$ cat src/design/pcos_pkg.sv
// Shared constants and types for the phase current offset scaler.
// No dependencies; every other design file imports this package.
package pcos_pkg;

   localparam int CAL_ROUNDS  = 2048;   // calibration length, power of two
   localparam int SAMPLE_BITS = 12;
   localparam int GAIN_BITS   = 16;
   localparam int OUT_BITS    = 29;

   localparam int CAL_LOG2 = $clog2(CAL_ROUNDS);
   localparam int SUM_W    = SAMPLE_BITS + CAL_LOG2;
   // signed difference times zero-extended unsigned gain
   localparam int PROD_W   = (SAMPLE_BITS + 1) + (GAIN_BITS + 1);
   localparam int EXT_W    = (PROD_W > OUT_BITS) ? PROD_W : OUT_BITS;

   localparam int CSR_IDX_W  = 2;
   localparam int CSR_DATA_W = GAIN_BITS;

   typedef enum logic [CSR_IDX_W-1:0] {
      REG_GAIN_A    = 2'd0,
      REG_GAIN_B    = 2'd1,
      REG_GAIN_C    = 2'd2,
      REG_C_PRESENT = 2'd3
   } csr_index_type;

   localparam logic [GAIN_BITS-1:0] GAIN_RESET = GAIN_BITS'(105);

   typedef logic [SAMPLE_BITS-1:0]     sample_type;
   typedef logic [GAIN_BITS-1:0]       gain_type;
   typedef logic signed [OUT_BITS-1:0] current_type;

   typedef struct packed {
      gain_type gain_a;
      gain_type gain_b;
      gain_type gain_c;
      logic     c_present;
   } cfg_type;

   typedef struct packed {
      sample_type offset_a;
      sample_type offset_b;
      sample_type offset_c;
      logic       calibrated;   // state before the current request
      logic       done;         // current request completes a calibration
   } cal_status_type;

endpackage

$ cat src/design/pcos_if.sv
// Valid/ready channel interfaces for requests and responses.
// Depends on pcos_pkg for payload types.
interface pcos_req_if;
   import pcos_pkg::*;
   logic       valid;
   logic       ready;
   logic       func;
   sample_type sample_a;
   sample_type sample_b;
   sample_type sample_c;

   modport source (output valid, func, sample_a, sample_b, sample_c, input ready);
   modport sink   (input valid, func, sample_a, sample_b, sample_c, output ready);
endinterface

interface pcos_rsp_if;
   import pcos_pkg::*;
   logic        valid;
   logic        ready;
   current_type current_a;
   current_type current_b;
   current_type current_c;
   logic        offsets_valid;

   modport source (output valid, current_a, current_b, current_c, offsets_valid,
                   input ready);
   modport sink   (input valid, current_a, current_b, current_c, offsets_valid,
                   output ready);
endinterface

$ cat src/design/pcos_csr.sv
// Configuration registers: per-phase gains and phase C presence.
// Depends on pcos_pkg.
module pcos_csr (
   input  logic                          clock,
   input  logic                          reset,
   input  logic                          write_en,
   input  logic [pcos_pkg::CSR_IDX_W-1:0]  index,
   input  logic [pcos_pkg::CSR_DATA_W-1:0] data,
   output pcos_pkg::cfg_type             cfg
);
   import pcos_pkg::*;

   cfg_type cfg_ff;
   cfg_type cfg_in;

   always_comb begin
      cfg_in = cfg_ff;
      if (write_en) begin
         unique case (csr_index_type'(index))
            REG_GAIN_A:    cfg_in.gain_a    = data[GAIN_BITS-1:0];
            REG_GAIN_B:    cfg_in.gain_b    = data[GAIN_BITS-1:0];
            REG_GAIN_C:    cfg_in.gain_c    = data[GAIN_BITS-1:0];
            REG_C_PRESENT: cfg_in.c_present = data[0];
            default:       cfg_in = cfg_ff;
         endcase
      end
   end

   always_ff @(posedge clock) begin
      if (reset) begin
         cfg_ff.gain_a    <= GAIN_RESET;
         cfg_ff.gain_b    <= GAIN_RESET;
         cfg_ff.gain_c    <= GAIN_RESET;
         cfg_ff.c_present <= 1'b1;
      end else begin
         cfg_ff <= cfg_in;
      end
   end

   assign cfg = cfg_ff;
endmodule

$ cat src/design/pcos_cal.sv
// Offset calibration: sums samples over CAL_ROUNDS requests, then stores the means.
// Depends on pcos_pkg.
module pcos_cal (
   input  logic                       clock,
   input  logic                       reset,
   input  logic                       fire,       // calibration request leaves stage 1
   input  logic                       c_present,
   input  pcos_pkg::sample_type       sample_a,
   input  pcos_pkg::sample_type       sample_b,
   input  pcos_pkg::sample_type       sample_c,
   output pcos_pkg::cal_status_type   status
);
   import pcos_pkg::*;

   localparam logic [CAL_LOG2-1:0] CNT_LAST = CAL_LOG2'(CAL_ROUNDS - 1);

   logic [SUM_W-1:0]    sum_a_ff, sum_b_ff, sum_c_ff;
   logic [SUM_W-1:0]    sum_a_in, sum_b_in, sum_c_in;
   logic [CAL_LOG2-1:0] count_ff, count_in;
   sample_type          offset_a_ff, offset_b_ff, offset_c_ff;
   sample_type          offset_a_in, offset_b_in, offset_c_in;
   logic                calibrated_ff, calibrated_in;
   logic                last;

   assign last = (count_ff == CNT_LAST);

   always_comb begin
      sum_a_in      = sum_a_ff;
      sum_b_in      = sum_b_ff;
      sum_c_in      = sum_c_ff;
      count_in      = count_ff;
      offset_a_in   = offset_a_ff;
      offset_b_in   = offset_b_ff;
      offset_c_in   = offset_c_ff;
      calibrated_in = calibrated_ff;
      if (fire) begin
         sum_a_in = sum_a_ff + SUM_W'(sample_a);
         sum_b_in = sum_b_ff + SUM_W'(sample_b);
         if (c_present) begin
            sum_c_in = sum_c_ff + SUM_W'(sample_c);
         end
         if (last) begin
            // mean of a power-of-two count is the upper bits of the sum
            offset_a_in   = sum_a_in[SUM_W-1:CAL_LOG2];
            offset_b_in   = sum_b_in[SUM_W-1:CAL_LOG2];
            offset_c_in   = c_present ? sum_c_in[SUM_W-1:CAL_LOG2] : '0;
            sum_a_in      = '0;
            sum_b_in      = '0;
            sum_c_in      = '0;
            count_in      = '0;
            calibrated_in = 1'b1;
         end else begin
            count_in = count_ff + CAL_LOG2'(1);
         end
      end
   end

   always_ff @(posedge clock) begin
      if (reset) begin
         sum_a_ff      <= '0;
         sum_b_ff      <= '0;
         sum_c_ff      <= '0;
         count_ff      <= '0;
         offset_a_ff   <= '0;
         offset_b_ff   <= '0;
         offset_c_ff   <= '0;
         calibrated_ff <= 1'b0;
      end else begin
         sum_a_ff      <= sum_a_in;
         sum_b_ff      <= sum_b_in;
         sum_c_ff      <= sum_c_in;
         count_ff      <= count_in;
         offset_a_ff   <= offset_a_in;
         offset_b_ff   <= offset_b_in;
         offset_c_ff   <= offset_c_in;
         calibrated_ff <= calibrated_in;
      end
   end

   assign status.offset_a   = offset_a_ff;
   assign status.offset_b   = offset_b_ff;
   assign status.offset_c   = offset_c_ff;
   assign status.calibrated = calibrated_ff;
   assign status.done       = last;
endmodule

$ cat src/design/pcos_scale.sv
// One phase of current scaling: (sample - offset) * gain, saturated to OUT_BITS.
// Depends on pcos_pkg.
module pcos_scale (
   input  pcos_pkg::sample_type  sample,
   input  pcos_pkg::sample_type  offset,
   input  pcos_pkg::gain_type    gain,
   output pcos_pkg::current_type current
);
   import pcos_pkg::*;

   localparam logic signed [EXT_W-1:0] OUT_MAX = EXT_W'((64'sd1 <<< (OUT_BITS - 1)) - 1);
   localparam logic signed [EXT_W-1:0] OUT_MIN = -OUT_MAX - EXT_W'(1);

   logic signed [SAMPLE_BITS:0] diff;
   logic signed [GAIN_BITS:0]   gain_s;
   logic signed [PROD_W-1:0]    prod;
   logic signed [EXT_W-1:0]     prod_ext;

   always_comb begin
      diff     = signed'({1'b0, sample}) - signed'({1'b0, offset});
      gain_s   = signed'({1'b0, gain});
      prod     = PROD_W'(diff) * PROD_W'(gain_s);
      prod_ext = EXT_W'(prod);
      priority if (prod_ext > OUT_MAX) begin
         current = OUT_MAX[OUT_BITS-1:0];
      end else if (prod_ext < OUT_MIN) begin
         current = OUT_MIN[OUT_BITS-1:0];
      end else begin
         current = prod_ext[OUT_BITS-1:0];
      end
   end
endmodule

$ cat src/design/phase_current_offset_scaler.sv
// Top level: input register, calibration and scaling logic, response register.
// Depends on pcos_pkg, pcos_if, pcos_csr, pcos_cal, pcos_scale.
//
//   channel | dir | handshake         | payload
//   --------+-----+-------------------+------------------------------------------
//   req_ch  | in  | valid/ready       | func, sample_a, sample_b, sample_c
//   rsp_ch  | out | valid/ready       | current_a/b/c, offsets_valid
//   csr_*   | in  | write_en only     | csr_index, csr_data
//
// One request per cycle sustained while rsp_ch.ready holds: input register, then
// one subtract-multiply per phase into the response register.
// Stalls on rsp_ch back up through both registers; req_ch.ready drops only
// when both stages hold a request.
// Synchronous reset clears pipeline valids and calibration state; presets CSRs.
module phase_current_offset_scaler (
   input  logic                            clock,
   input  logic                            reset,
   pcos_req_if.sink                        req_ch,
   pcos_rsp_if.source                      rsp_ch,
   input  logic                            csr_write_en,
   input  logic [pcos_pkg::CSR_IDX_W-1:0]  csr_index,
   input  logic [pcos_pkg::CSR_DATA_W-1:0] csr_data
);
   import pcos_pkg::*;

   cfg_type        cfg;
   cal_status_type cal;

   logic        s1_valid_ff;
   logic        s1_func_ff;
   sample_type  s1_a_ff, s1_b_ff, s1_c_ff;
   logic        s1_go;
   logic        cal_fire;

   logic        out_valid_ff;
   current_type out_a_ff, out_b_ff, out_c_ff;
   current_type out_a_in, out_b_in, out_c_in;
   logic        out_ov_ff, out_ov_in;
   current_type cur_a, cur_b, cur_c;

   assign s1_go        = s1_valid_ff && (!out_valid_ff || rsp_ch.ready);
   assign req_ch.ready = !s1_valid_ff || s1_go;
   assign cal_fire     = s1_go && s1_func_ff;

   pcos_csr u_csr (
      .clock    (clock),
      .reset    (reset),
      .write_en (csr_write_en),
      .index    (csr_index),
      .data     (csr_data),
      .cfg      (cfg)
   );

   pcos_cal u_cal (
      .clock     (clock),
      .reset     (reset),
      .fire      (cal_fire),
      .c_present (cfg.c_present),
      .sample_a  (s1_a_ff),
      .sample_b  (s1_b_ff),
      .sample_c  (s1_c_ff),
      .status    (cal)
   );

   pcos_scale u_scale_a (
      .sample (s1_a_ff), .offset (cal.offset_a), .gain (cfg.gain_a), .current (cur_a)
   );
   pcos_scale u_scale_b (
      .sample (s1_b_ff), .offset (cal.offset_b), .gain (cfg.gain_b), .current (cur_b)
   );
   pcos_scale u_scale_c (
      .sample (s1_c_ff), .offset (cal.offset_c), .gain (cfg.gain_c), .current (cur_c)
   );

   always_comb begin
      if (s1_func_ff) begin
         out_a_in  = '0;
         out_b_in  = '0;
         out_c_in  = '0;
         out_ov_in = cal.calibrated || cal.done;   // state after this request
      end else begin
         out_a_in  = cur_a;
         out_b_in  = cur_b;
         out_c_in  = cfg.c_present ? cur_c : '0;
         out_ov_in = cal.calibrated;
      end
   end

   always_ff @(posedge clock) begin
      if (reset) begin
         s1_valid_ff  <= 1'b0;
         out_valid_ff <= 1'b0;
      end else begin
         if (req_ch.ready) begin
            s1_valid_ff <= req_ch.valid;
         end
         if (s1_go) begin
            out_valid_ff <= 1'b1;
         end else if (rsp_ch.ready) begin
            out_valid_ff <= 1'b0;
         end
      end
      if (req_ch.valid && req_ch.ready) begin
         s1_func_ff <= req_ch.func;
         s1_a_ff    <= req_ch.sample_a;
         s1_b_ff    <= req_ch.sample_b;
         s1_c_ff    <= req_ch.sample_c;
      end
      if (s1_go) begin
         out_a_ff  <= out_a_in;
         out_b_ff  <= out_b_in;
         out_c_ff  <= out_c_in;
         out_ov_ff <= out_ov_in;
      end
   end

   assign rsp_ch.valid         = out_valid_ff;
   assign rsp_ch.current_a     = out_a_ff;
   assign rsp_ch.current_b     = out_b_ff;
   assign rsp_ch.current_c     = out_c_ff;
   assign rsp_ch.offsets_valid = out_ov_ff;
endmodule

$ cat src/flat_wrapper.sv
// flat-port wrapper written by rule: the top's interface ports become plain ports
module phase_current_offset_scaler_flat import pcos_pkg::*;
  (clock, reset, csr_write_en, csr_index, csr_data, req_ch_valid, req_ch_func, req_ch_sample_a, req_ch_sample_b, req_ch_sample_c, req_ch_ready, rsp_ch_valid, rsp_ch_current_a, rsp_ch_current_b, rsp_ch_current_c, rsp_ch_offsets_valid, rsp_ch_ready);
  pcos_req_if req_ch_i ();
  pcos_rsp_if rsp_ch_i ();
  input  logic clock;
  input  logic reset;
  input  logic csr_write_en;
  input  logic [pcos_pkg::CSR_IDX_W-1:0] csr_index;
  input  logic [pcos_pkg::CSR_DATA_W-1:0] csr_data;
  input wire logic [$bits(req_ch_i.valid)-1:0] req_ch_valid;
  input wire logic [$bits(req_ch_i.func)-1:0] req_ch_func;
  input wire logic [$bits(req_ch_i.sample_a)-1:0] req_ch_sample_a;
  input wire logic [$bits(req_ch_i.sample_b)-1:0] req_ch_sample_b;
  input wire logic [$bits(req_ch_i.sample_c)-1:0] req_ch_sample_c;
  output wire logic [$bits(req_ch_i.ready)-1:0] req_ch_ready;
  output wire logic [$bits(rsp_ch_i.valid)-1:0] rsp_ch_valid;
  output wire logic [$bits(rsp_ch_i.current_a)-1:0] rsp_ch_current_a;
  output wire logic [$bits(rsp_ch_i.current_b)-1:0] rsp_ch_current_b;
  output wire logic [$bits(rsp_ch_i.current_c)-1:0] rsp_ch_current_c;
  output wire logic [$bits(rsp_ch_i.offsets_valid)-1:0] rsp_ch_offsets_valid;
  input wire logic [$bits(rsp_ch_i.ready)-1:0] rsp_ch_ready;
  assign req_ch_i.valid = req_ch_valid;
  assign req_ch_i.func = req_ch_func;
  assign req_ch_i.sample_a = req_ch_sample_a;
  assign req_ch_i.sample_b = req_ch_sample_b;
  assign req_ch_i.sample_c = req_ch_sample_c;
  assign req_ch_ready = req_ch_i.ready;
  assign rsp_ch_valid = rsp_ch_i.valid;
  assign rsp_ch_current_a = rsp_ch_i.current_a;
  assign rsp_ch_current_b = rsp_ch_i.current_b;
  assign rsp_ch_current_c = rsp_ch_i.current_c;
  assign rsp_ch_offsets_valid = rsp_ch_i.offsets_valid;
  assign rsp_ch_i.ready = rsp_ch_ready;
  phase_current_offset_scaler u_core (.clock(clock), .reset(reset), .req_ch(req_ch_i), .rsp_ch(rsp_ch_i), .csr_write_en(csr_write_en), .csr_index(csr_index), .csr_data(csr_data));
endmodule
$ cat config.mk
export PLATFORM = sky130hd
export DESIGN_NAME = phase_current_offset_scaler_flat
export DESIGN_NICKNAME = d
export VERILOG_FILES = /design/src/design/pcos_pkg.sv /design/src/design/pcos_if.sv /design/src/design/pcos_csr.sv /design/src/design/pcos_cal.sv /design/src/design/pcos_scale.sv /design/src/design/phase_current_offset_scaler.sv /design/src/flat_wrapper.sv
export SDC_FILE = /design/constraint.sdc
export NUM_CORES = 2
export LEC_CHECK = 0
export BUFFER_PORTS_ARGS = -buffer_cell sky130_fd_sc_hd__buf_2
export CAP_MARGIN = 10
export CORE_AREA = 2 2 298 300
export DETAILED_ROUTE_END_ITERATION = 12
export DIE_AREA = 0 0 300 302
export SYNTH_ARGS = -nofsm -noshare
export SYNTH_HDL_FRONTEND = slang
export SYNTH_SLANG_ARGS = --single-unit
$ cat constraint.sdc
create_clock -name clock -period 26.3 [get_ports clock]
set_clock_uncertainty 0.1 [all_clocks]
set_input_delay 1.315 -clock clock [delete_from_list [all_inputs] [get_ports clock]]
set_output_delay 1.315 -clock clock [all_outputs]
set_load 0.02 [all_outputs]
==> impl_metrics.yaml <==
status:
  status: "finished clean"
floorplan:
  num_io_pins: 150
  die_w_um: 300
  dieArea_mm2: 0.0906
  coreArea_mm2: 0.0876
  fp-row-count: 109
  die_y_um: 302
  start_util_pct: 41.5
yosys:
  synth_fp_nets: 4934
  yosysUniqueCellTypes: 81
  yosysWarnings: 0
  synthArstFlopShare_pct: 0
  synth_area_mm2: 0.0363
  synthCells: 4024
  synth_edf_count: 125
  ys_seq_area_share_pct: 19.6
  ys_ff_latch: 293
  avgSynthCellArea_um2: 9.02
  ys.flop_type: "dfxtp_1"
worst_setup_path:
  worst_ep_required_time_ns: 26.48
  crit_end: "u_core.rsp_ch.current_b[18]"
  path_class: "reg2reg"
  crit_fanout: 28
  startpoint_type: "register"
  timing.rr.start: "u_core.s1_b_ff[1]"
  worst_ep_arrival_time_ns: 9.38
  worstSetupEndpointType: "register"
  ff2ff_setup_slack_ns: 17.10
  timing.rr.end: "u_core.rsp_ch.current_b[18]"
  r2r_cells: 26
  cp-startpoint: "u_core.s1_b_ff[1]"
cells_and_area:
  layout-area-overhead-vs-synth_pct: 8.85
  fin_util_pct: 45.1
  mostFrequentLayoutCell: "nand2_1"
  final_area_mm2: 0.0395
  fillers: 8570
  layout_common_cells: "nand2_1 (604), inv_1 (533), fa_1 (468), ha_1 (382), a21oi_1 (230)"
  fin_nets: 4979
  drive_gt1_share_pct: 7.66
clock_network:
  post_cts_resized: 0
  tritoncts: "done"
  cts-root-buf: "clkbuf_16"
  clockBufferDepth: 3
  post_cts.repair.setup_buffers: 0
  clk_pin_slew_worst_paths_ns: 0.06
  clkSinkCount: 293
  clk_latency_ns: 0.61
  cts_hold_buf: 0
  cts_made_buffers: 38
  htreeDepth: 2
routing:
  drc: 0
  wl_um: 93200
  vias: 27859
  avgViaCountPerCell: 5.29
  wl_per_cell_um: 17.7
  ant_nets: 0
  drt_iter0_drc: 1515
  dr.pass1.iters: 5
timing:
  rsz0062_at_grt: "false"
  layout_min_cycle_time_ns: 9.20
  report.final.hold_viol_count: 0
  finalCritPeriodShare_pct: 35.0
  slew_headroom_pct: 22.4
  slew_violations: 0
  worstMarginPinSlew_ns: 1.16
  fin_tns_setup_ns: 0
  setup_viol: 0
  timing.fmax_mhz: 109
  holdWs_ns: 0.357
grt:
  antenna_found_initial: 5
  grt_pass1_wl_um: 152000
  track_usage_pct: 20.9
  grt_max_degree: 60
  grt_pass1_vias: 28492
  grt-ovfl-total: 0
pwr:
  pwr_density_cell_mw_per_mm2: 75.9
  irDropWorstVdd_v: 0.0000700
  p_leak_nw: 18.4
place:
  gp_congestion: 0.849
  io_buffers: 149
  place_area_mm2: 0.0382
  place_hpwl_um: 71300
flow_run:
  maxCapViolations: 0
hold_path:
  hold_path.class: "reg2reg"
## synth_stat cells, types with 6 or more instances
library cell	count	area, um^2
mux2i_1	34	340
o2111ai_1	6	52.6
nand2_1	604	2270
or4_1	12	90.1
nor2_1	132	495
nor3_1	37	185
a211oi_1	18	135
edfxtp_1	125	3750
xor2_1	55	482
a31oi_1	23	144
or3_1	24	150
xnor2_1	93	815
nand2b_1	114	713
a21boi_0	7	52.6
ha_1	382	4780
o22ai_1	23	144
buf_1	6	22.5
o21a_1	24	180
and3_1	32	200
dfxtp_1	168	3360
a21o_1	98	736
nand4_1	22	138
nand3b_1	12	90.1
clkbuf_1	172	646
and2_1	119	744
mux2_2	18	203
or2_2	6	37.5
nand3_1	66	330
buf_2	13	65.1
nor3b_1	6	45.0
inv_1	533	2000
nor2b_1	70	438
o21ai_0	116	581
o21bai_1	16	120
a31o_2	8	70.1
a21oi_1	230	1150
o211ai_1	25	188
a22oi_1	18	135
fa_1	468	9370
## sequential cells by signal (all words and copies together) (netlist names)
| name | flops |
|---|---|
| u_core.rsp_ch.current_a | 29 |
| u_core.rsp_ch.current_b | 29 |
| u_core.rsp_ch.current_c | 29 |
| u_core.rsp_ch.offsets_valid | 1 |
| u_core.rsp_ch.valid | 1 |
| u_core.s1_a_ff | 12 |
| u_core.s1_b_ff | 12 |
| u_core.s1_c_ff | 12 |
| u_core.s1_func_ff | 1 |
| u_core.s1_valid_ff | 1 |
| u_core.u_cal.calibrated_ff | 1 |
| u_core.u_cal.count_ff | 11 |
| u_core.u_cal.offset_a_ff | 12 |
| u_core.u_cal.offset_b_ff | 12 |
| u_core.u_cal.offset_c_ff | 12 |
| u_core.u_cal.sum_a_ff | 23 |
| u_core.u_cal.sum_b_ff | 23 |
| u_core.u_cal.sum_c_ff | 23 |
| u_core.u_csr.cfg | 49 |
## power breakdown
group | internal (mW) | switching [mW] | leakage, nW
Clock | 0.322 | 0.234 | 0.647
Sequential | 0.541 | 0.0305 | 2.56
Combinational | 0.801 | 1.07 | 15.2
Total | 1.66 | 1.34 | 18.4
## how the worst min path moves through the flow
stage / slack, ns / cells after the start / to / start
after floorplan: 0.33 / 2 / u_core.u_cal.offset_c_ff[10] / u_core.u_cal.offset_c_ff[10]
after global placement: 0.34 / 2 / u_core.u_cal.offset_c_ff[7] / u_core.u_cal.offset_c_ff[7]
final: 0.36 / 2 / u_core.u_cal.offset_c_ff[11] / u_core.u_cal.offset_c_ff[11]
after detailed placement: 0.35 / 2 / u_core.u_cal.offset_c_ff[10] / u_core.u_cal.offset_c_ff[10]
after CTS: 0.36 / 2 / u_core.u_cal.sum_b_ff[3] / u_core.u_cal.sum_b_ff[3]
after global routing: 0.38 / 2 / u_core.u_cal.offset_c_ff[6] / u_core.u_cal.offset_c_ff[6]
## layout make-up
class | instances | area (um^2) | area share (%)
Antenna cell | 1 | 2.50 | 0.00633
Clock buffer | 48 | 1020 | 2.58
Sequential cell | 293 | 7120 | 18.0
Tap cell | 1165 | 1460 | 3.69
Multi-Input combinational cell | 3005 | 26500 | 67.1
Timing Repair Buffer | 198 | 1120 | 2.82
Clock inverter | 21 | 300 | 0.760
Inverter | 533 | 2000 | 5.06
## metrics by stage
step                std cells  total power [mW]  setup WS [ns]
floorplan                4024              2.02          17.84
global placement         5194              2.45          17.30
detailed placement       5194              2.45          17.12
CTS                      5263              3.04          17.12
global route             5263              3.31          16.54
finish                   5264              3.00          17.10
## critical path, cell delays in order, from the launching register on
cell and delay, ns:
edfxtp_1 0.46, ha_1 0.32, nor2b_1 0.11, o21ai_0 0.11, a21boi_0 0.35, o21ai_0 0.16
nor2b_1 0.18, xnor2_2 0.69, nand2_1 0.17, fa_1 0.52, fa_1 0.51, inv_1 0.05
fa_1 0.55, fa_1 0.43, fa_1 0.55, inv_1 0.08, fa_1 0.51, inv_1 0.04
ha_1 0.30, and4_1 0.19, and2_1 0.15, a311o_1 0.38, a41o_1 0.33, a311oi_4 0.38
xnor2_1 0.15, o31ai_4 0.88, o22ai_1 0.21
## kinds of logic (layout without fill, tap and decap cells)
| family | after synthesis | after routing | share of synthesized area, % |
|---|---|---|---|
| adders and majority gates | 850 | 850 | 39.0 |
| other | 0 | 1 | 0 |
| DFF | 293 | 293 | 19.6 |
| AOI/OAI and AO/OA | 686 | 686 | 12.2 |
| and+or+nand+nor | 1268 | 1268 | 16.6 |
| muxes | 53 | 53 | 1.53 |
| buffers and inverters | 726 | 800 | 7.59 |
| xor gates and xnor gates | 148 | 148 | 3.57 |
## routing by layer
metal	wire length, um	global-route usage (%)	share of wire, %	vias to the layer above
li1	-	-	-	13296
met3	5290	3.12	5.7	95
met5	10	0	0.011	-
met4	1790	4.37	1.9	2
met1	42500	28.7	46	13837
met2	43600	35.1	47	629
No activity file was read; power rests on OpenSTA's default activity.
